$ cat config.mk
export PLATFORM = sky130hd
export DESIGN_NAME = dsi_cell
export DESIGN_NICKNAME = d
export VERILOG_FILES = /design/src/design/dsi_pkg.sv /design/src/design/dsi_cell.sv
export SDC_FILE = /design/constraint.sdc
export NUM_CORES = 1
export LEC_CHECK = 0
export ABC_CLOCK_PERIOD_IN_PS = 3000
export BUFFER_PORTS_ARGS = -buffer_cell sky130_fd_sc_hd__buf_2
export CORE_MARGIN = 2
export CORE_UTILIZATION = 49
export DETAILED_ROUTE_END_ITERATION = 7
export PLACE_DENSITY = 0.77
export SLEW_MARGIN = 15
export SYNTH_ARGS = -nofsm -noshare
export SYNTH_HDL_FRONTEND = slang
export SYNTH_SLANG_ARGS = --single-unit
export TNS_END_PERCENT = 100
$ cat constraint.sdc
create_clock -name i_clk -period 3 [get_ports i_clk]
set_input_delay 0.3 -clock i_clk [delete_from_list [all_inputs] [get_ports i_clk]]
set_output_delay 0.3 -clock i_clk [all_outputs]
set_load 0.05 [all_outputs]
$ cat src/design/dsi_pkg.sv
package dsi_pkg;

    localparam int CAPACITY    = 64;
    localparam int VALUE_WIDTH = 32;

    localparam logic [1:0] ACT_INSERT = 2'd0;
    localparam logic [1:0] ACT_PROBE  = 2'd1;
    localparam logic [1:0] ACT_CLEAR  = 2'd2;

    localparam logic [1:0] ST_OK     = 2'd0;
    localparam logic [1:0] ST_MATCH  = 2'd1;
    localparam logic [1:0] ST_ABSENT = 2'd2;
    localparam logic [1:0] ST_FULL   = 2'd3;

    typedef logic signed [VALUE_WIDTH-1:0] t_value;

    typedef struct packed {
        logic [1:0] action;
        t_value     value;
    } t_in_item;

    typedef struct packed {
        logic [1:0] status;
        t_value     echo_value;
    } t_out_item;

    typedef struct packed {
        logic   vld;
        logic   is_ins;
        logic   hit;
        logic   placed;
        t_value val;
    } t_tok;

    typedef struct packed {
        logic clr_all;
        logic fin;
        logic cancel;
    } t_bcast;

endpackage

$ cat src/design/dsi_cell.sv
module dsi_cell (
    input  logic          i_clk,
    input  logic          i_rst_n,
    input  dsi_pkg::t_tok   i_tok,
    input  dsi_pkg::t_bcast i_bc,
    output dsi_pkg::t_tok   o_tok
);
    import dsi_pkg::*;

    t_value r_val;
    logic   r_valid;
    logic   r_pend;
    t_tok   r_tok;

    t_value n_val;
    logic   n_valid;
    logic   n_pend;
    t_tok   n_tok;
    logic   w_eq;

    assign w_eq = r_valid && (r_val == i_tok.val);

    always_comb begin
        n_val   = r_val;
        n_valid = r_valid;
        n_pend  = r_pend;
        n_tok   = i_tok;
        if (i_tok.vld) begin
            if (w_eq && !i_tok.hit) begin
                n_tok.hit = 1'b1;
                if (!i_tok.is_ins) begin
                    n_valid = 1'b0;
                end
            end else if (i_tok.is_ins && !r_valid && !i_tok.placed && !i_tok.hit) begin
                n_val        = i_tok.val;
                n_valid      = 1'b1;
                n_pend       = 1'b1;
                n_tok.placed = 1'b1;
            end
        end
        if (i_bc.fin) begin
            n_pend = 1'b0;
            if (r_pend && i_bc.cancel) begin
                n_valid = 1'b0;
            end
        end
        if (i_bc.clr_all) begin
            n_valid = 1'b0;
            n_pend  = 1'b0;
        end
    end

    always_ff @(posedge i_clk) begin
        r_val <= n_val;
        if (!i_rst_n) begin
            r_valid <= 1'b0;
            r_pend  <= 1'b0;
            r_tok   <= '0;
        end else begin
            r_valid <= n_valid;
            r_pend  <= n_pend;
            r_tok   <= n_tok;
        end
    end

    assign o_tok = r_tok;

endmodule

Word level (Yosys, flattened, before mapping)
Index checks and enable logic that the tools add are counted. Widths: inputs -> output; s select.

Equal/unequal tests: 1. Muxes and demuxes: 10. Bitwise logic cells: 2. Reduce and logical (&&, ||, !) cells: 12.

Operators by type and width (count): $eq 32x32->1 (1); $mux 1 (9); $logic_and 1x1->1 (6); $logic_not 1->1 (3); $reduce_and 3->1 (1); $reduce_or 3->1 (1); $mux 2 (1); $not 1->1 (2); $reduce_or 2->1 (1).

Register bits after elaboration: 70. Input bits: 41. Output and inout port bits: 36. Logic and storage cells: 33.

Depth between registers and ports, before layout
Depth in word-level cells: 9. Mapped depth: 5. Gate-level depth less buffers: 5.

Worst setup path before layout
Ideal clock, no wire load.

Path kind: input port to flip-flop. Start: in i_tok[33] (netlist bit). End: reg r_val[0] (enable). Library setup time: 0.424 ns. Arrival: 1.895 ns. Required time: 2.576 ns. Setup slack: 0.681 ns. Cell stages on the path: 3. Cells stage by stage: inv_1 > nand4_1 > nor2_1.

Cells in the longest elaborated chain, start to end: 4.

Ends and longest elaborated chain: start: declaration (RTL line dsi_cell.sv:4) `input dsi_pkg::t_tok i_tok,`; $logic_not 1->1 (*) (RTL line dsi_cell.sv:29, dsi_cell.sv:34); $logic_and 1x1->1 (RTL line dsi_cell.sv:29) `if (w_eq && !i_tok.hit) begin`; $not 1->1 (no line); $reduce_and 3->1 (no line) (*); end signal: assignment (RTL line dsi_cell.sv:54) `r_val <= n_val;`; end: declaration (RTL line dsi_cell.sv:10) `t_value r_val;`.

Mark *: on every way between the ends. The rest lies on a longest branch, timed or not. A chain may end at the register's enable or synchronous reset.

Worst setup path after layout
Start: reg r_val[16]. End: reg r_valid.

Cells in the longest elaborated chain, start to end: 7.

Ends and longest elaborated chain: $eq 32x32->1 (*) (RTL line dsi_cell.sv:21) `assign w_eq = r_valid && (r_val == i_tok.val);`; $logic_and 1x1->1 (*) (RTL line dsi_cell.sv:21); $logic_and 1x1->1 (*) (RTL line dsi_cell.sv:29); $mux 1 (*) (RTL line dsi_cell.sv:29); $mux 1 (*) (RTL line dsi_cell.sv:28) `if (i_tok.vld) begin`; $mux 1 (RTL line dsi_cell.sv:43) `if (r_pend && i_bc.cancel) begin`; $mux 1 (*) (RTL line dsi_cell.sv:41) `if (i_bc.fin) begin`; end signal: assignment (RTL line dsi_cell.sv:60) `r_valid <= n_valid;`; end: declaration (RTL line dsi_cell.sv:11) `logic r_valid;`.

Marked as above.

==> flow_summary.yaml <==
worst_setup_path:
  cp-end-kind: "flip-flop"
  crit-reg2reg-launch: "r_val[16]"
  crit_required_ps: 3190
  critical_path_class: "flip-flop to flip-flop"
  arrival_ps: 1740
  worstSetupStartpointType: "flip-flop"
  reg2reg_to: "r_valid"
  crit_fanout: 2
  setup.worst_path.start: "r_val[16]"
  r2r_slack_ps: 1450
  rr_worst_depth: 5
timing:
  fmax_mhz: 647.1
  finalCriticalPeriod_ps: 1545
  whs_ps: 166.6
  setup-violations-final: 0
  drv_slew: 0
  rsz0062_at_grt: "no"
  worst_slew_pin_slew_ps: 949.3
  slew_headroom: 0.3656
  period_share: 0.5152
  clock_skew_ps: 5.449
  setup_tns_ps: 0
  hold_viol: 0
yosys:
  synth_area_um2: 2394
  ys_types: 25
  synth_top_family_by_area: "simple AND/OR/NAND/NOR gates"
  synth_xor_area_frac: 0.1025
  ys_ff_latch: 70
  synth-compound-area-share: 0.02666
  yosys.area_share.simple: 0.1375
  synth_cells: 169
  synthAdderAreaFrac: 0
  synth_top_area_cell: "edfxtp_1"
  yosys-top-cells-area: "edfxtp_1 (40%), dfxtp_1 (32%), and2_1 (8.6%)"
  synth_top_area_share: 0.4015
  yosysSeqAreaShare: 0.7193
  synth_mux_area_frac: 0
  syn_nets: 210
  yosysWarnings: 0
  synth.avg_cell_area_um2: 14.16
drt:
  wl_per_cell_um: 12.48
  totalWireLength_um: 4057
  drt_iter0_drc: 63
  via_per_inst: 4.468
  ant_nets: 0
  drcViolationCount: 0
  drt-pass1-iter-count: 4
  num_vias: 1452
place:
  hpwlAfterDp_um: 2826
  numPortBuffers: 76
  place_area_um2: 2854
  place_congestion: 0.7184
die:
  core_um2: 4723
  fp.dieArea_um2: 5460
  rows: 25
  start_util: 0.5068
  io_pins: 77
  fp.dieH_um: 73.89
  fp.dieW_um: 73.89
global_routing:
  grt_pass1_wl_um: 6513
  grt_pass1_vias: 1360
  grt.total_usage: 0.1651
  grt_overflow: 0
  antenna_found_initial: 0
  grt_max_degree: 38
cts:
  clock-sinks: 70
  ctsResizeCount: 0
  post_cts_buffers: 0
  clk_pin_slew_ps: 70
  cts_buffers: 9
  cts_root_buf: "clkbuf_8"
  clock_latency_ps: 330
  clockBufferDepth: 2
  cts_max_level: 3
  cts_tree: "yes"
  postCtsHoldBufs: 0
min_path:
  hold_path_end: "r_pend"
  hp-class: "input port to flip-flop"
  holdPathStages: 2
  hp-start: "i_bc[1]"
finish:
  n_fill_cell: 376
  seqCellArea_um2: 1722
  area_growth_pct: 27.13
  post-route-cell-area_um2: 3043
  final_layout_size_suffix_gt1_frac: 0.3566
  fin_nets: 294
  multiInputGateArea_um2: 645.6
  diodes: 0
power:
  finalPower_w: 0.001968
  p_leak_nw: 1.282
  power_density_nw_per_um2: 646.6
  ir_drop_mv: 0.3457
run:
  maxCapViolations: 0
run_status:
  status: "finished clean"
-- worst max-delay path, cell delays in order (launching register included) --
cell and delay, ps:
edfxtp_1 380, xnor2_1 160, nand4_1 140, nor4_1 340, and4_1 280, a41oi_1 130
-- cells by family (layout without fill, tap and decap cells) --
| family | after synthesis | after routing |
|---|---|---|
| DFF | 70 | 70 |
| xor gates and xnor gates | 28 | 28 |
| AOI/OAI and AO/OA | 9 | 9 |
| and+or+nand+nor | 53 | 53 |
| buffers and inverters | 9 | 98 |
-- per-layer routing --
metal,track usage,vias to the layer above,wire length (µm)
li1,-,746,-
met1,0.2233,657,1900
met5,0,-,0
met3,0.06173,4,231
met4,0.07879,0,46
met2,0.2341,45,1877
-- synth_stat cells --
library cell / number
a21oi_1: 1
a221oi_1: 1
a22o_2: 1
a31oi_1: 1
a41oi_1: 1
and2_1: 33
and2_2: 1
and4_1: 2
clkbuf_1: 3
dfxtp_1: 38
edfxtp_1: 32
inv_1: 6
nand2_1: 1
nand2b_1: 3
nand3_1: 2
nand4_1: 4
nor2_1: 2
nor3_1: 1
nor4_1: 3
nor4b_1: 1
o21a_1: 1
o21ai_0: 1
o22ai_1: 2
xnor2_1: 18
xor2_1: 10
-- placed cells by master, fill, tap and decap left out --
master / instances
a21oi_1: 1
a221oi_1: 1
a22o_2: 1
a31oi_1: 1
a41oi_1: 1
and2_1: 33
and2_2: 1
and4_1: 2
buf_2: 76
bufinv_16: 1
clkbuf_8: 10
clkinv_1: 3
clkinv_2: 2
dfxtp_1: 38
edfxtp_1: 32
inv_1: 6
nand2_1: 1
nand2b_1: 3
nand3_1: 2
nand4_1: 4
nor2_1: 1
nor2_4: 1
nor3_1: 1
nor4_1: 3
nor4b_1: 1
o21a_1: 1
o21ai_0: 1
o22ai_1: 2
xnor2_1: 18
xor2_1: 10
-- power by group --
part	total (W)	internal, W	switching [W]	leakage, nW
clock	0.000711	0.000395	0.000316	0.0986
sequential	0.00104	0.00103	0.00000844	0.607
combinational	0.000216	0.0000668	0.000149	0.577
-- registers in the layout, indices dropped and copies added, names as in the netlist --
signal and cells:
r_val 32, r_pend 1, o_tok 36, r_valid 1
-- worst max path at each step --
| stage | end | cells past startpoint |
|---|---|---|
| after floorplan | r_val[0] | 3 |
| after detailed placement | r_val[16] | 4 |
| after global routing | r_pend | 3 |
| after CTS | r_valid | 5 |
| after global placement | r_val[11] | 4 |
| final | r_valid | 5 |
-- metrics by stage --
step | std cells | worst slack (ps) | utilization
6_report | 325 | 1455 | 0.6442
2_1_floorplan | 169 | 681.4 | -
3_5_place_dp | 309 | 1184 | 0.6042
3_3_place_gp | 309 | 1220 | 0.6042
5_1_grt | 325 | 1300 | 0.6442
4_1_cts | 325 | 1417 | 0.6442
-- final cells by class --
type                            count  share of cell area
Tap cell                           67             0.02755
Multi-Input combinational cell     90              0.2122
Sequential cell                    70              0.5658
Inverter                            6            0.007401
Clock inverter                      6             0.01686
Clock buffer                       10             0.04523
Timing Repair Buffer               76              0.1250
(Power assumes the default switching activity.)
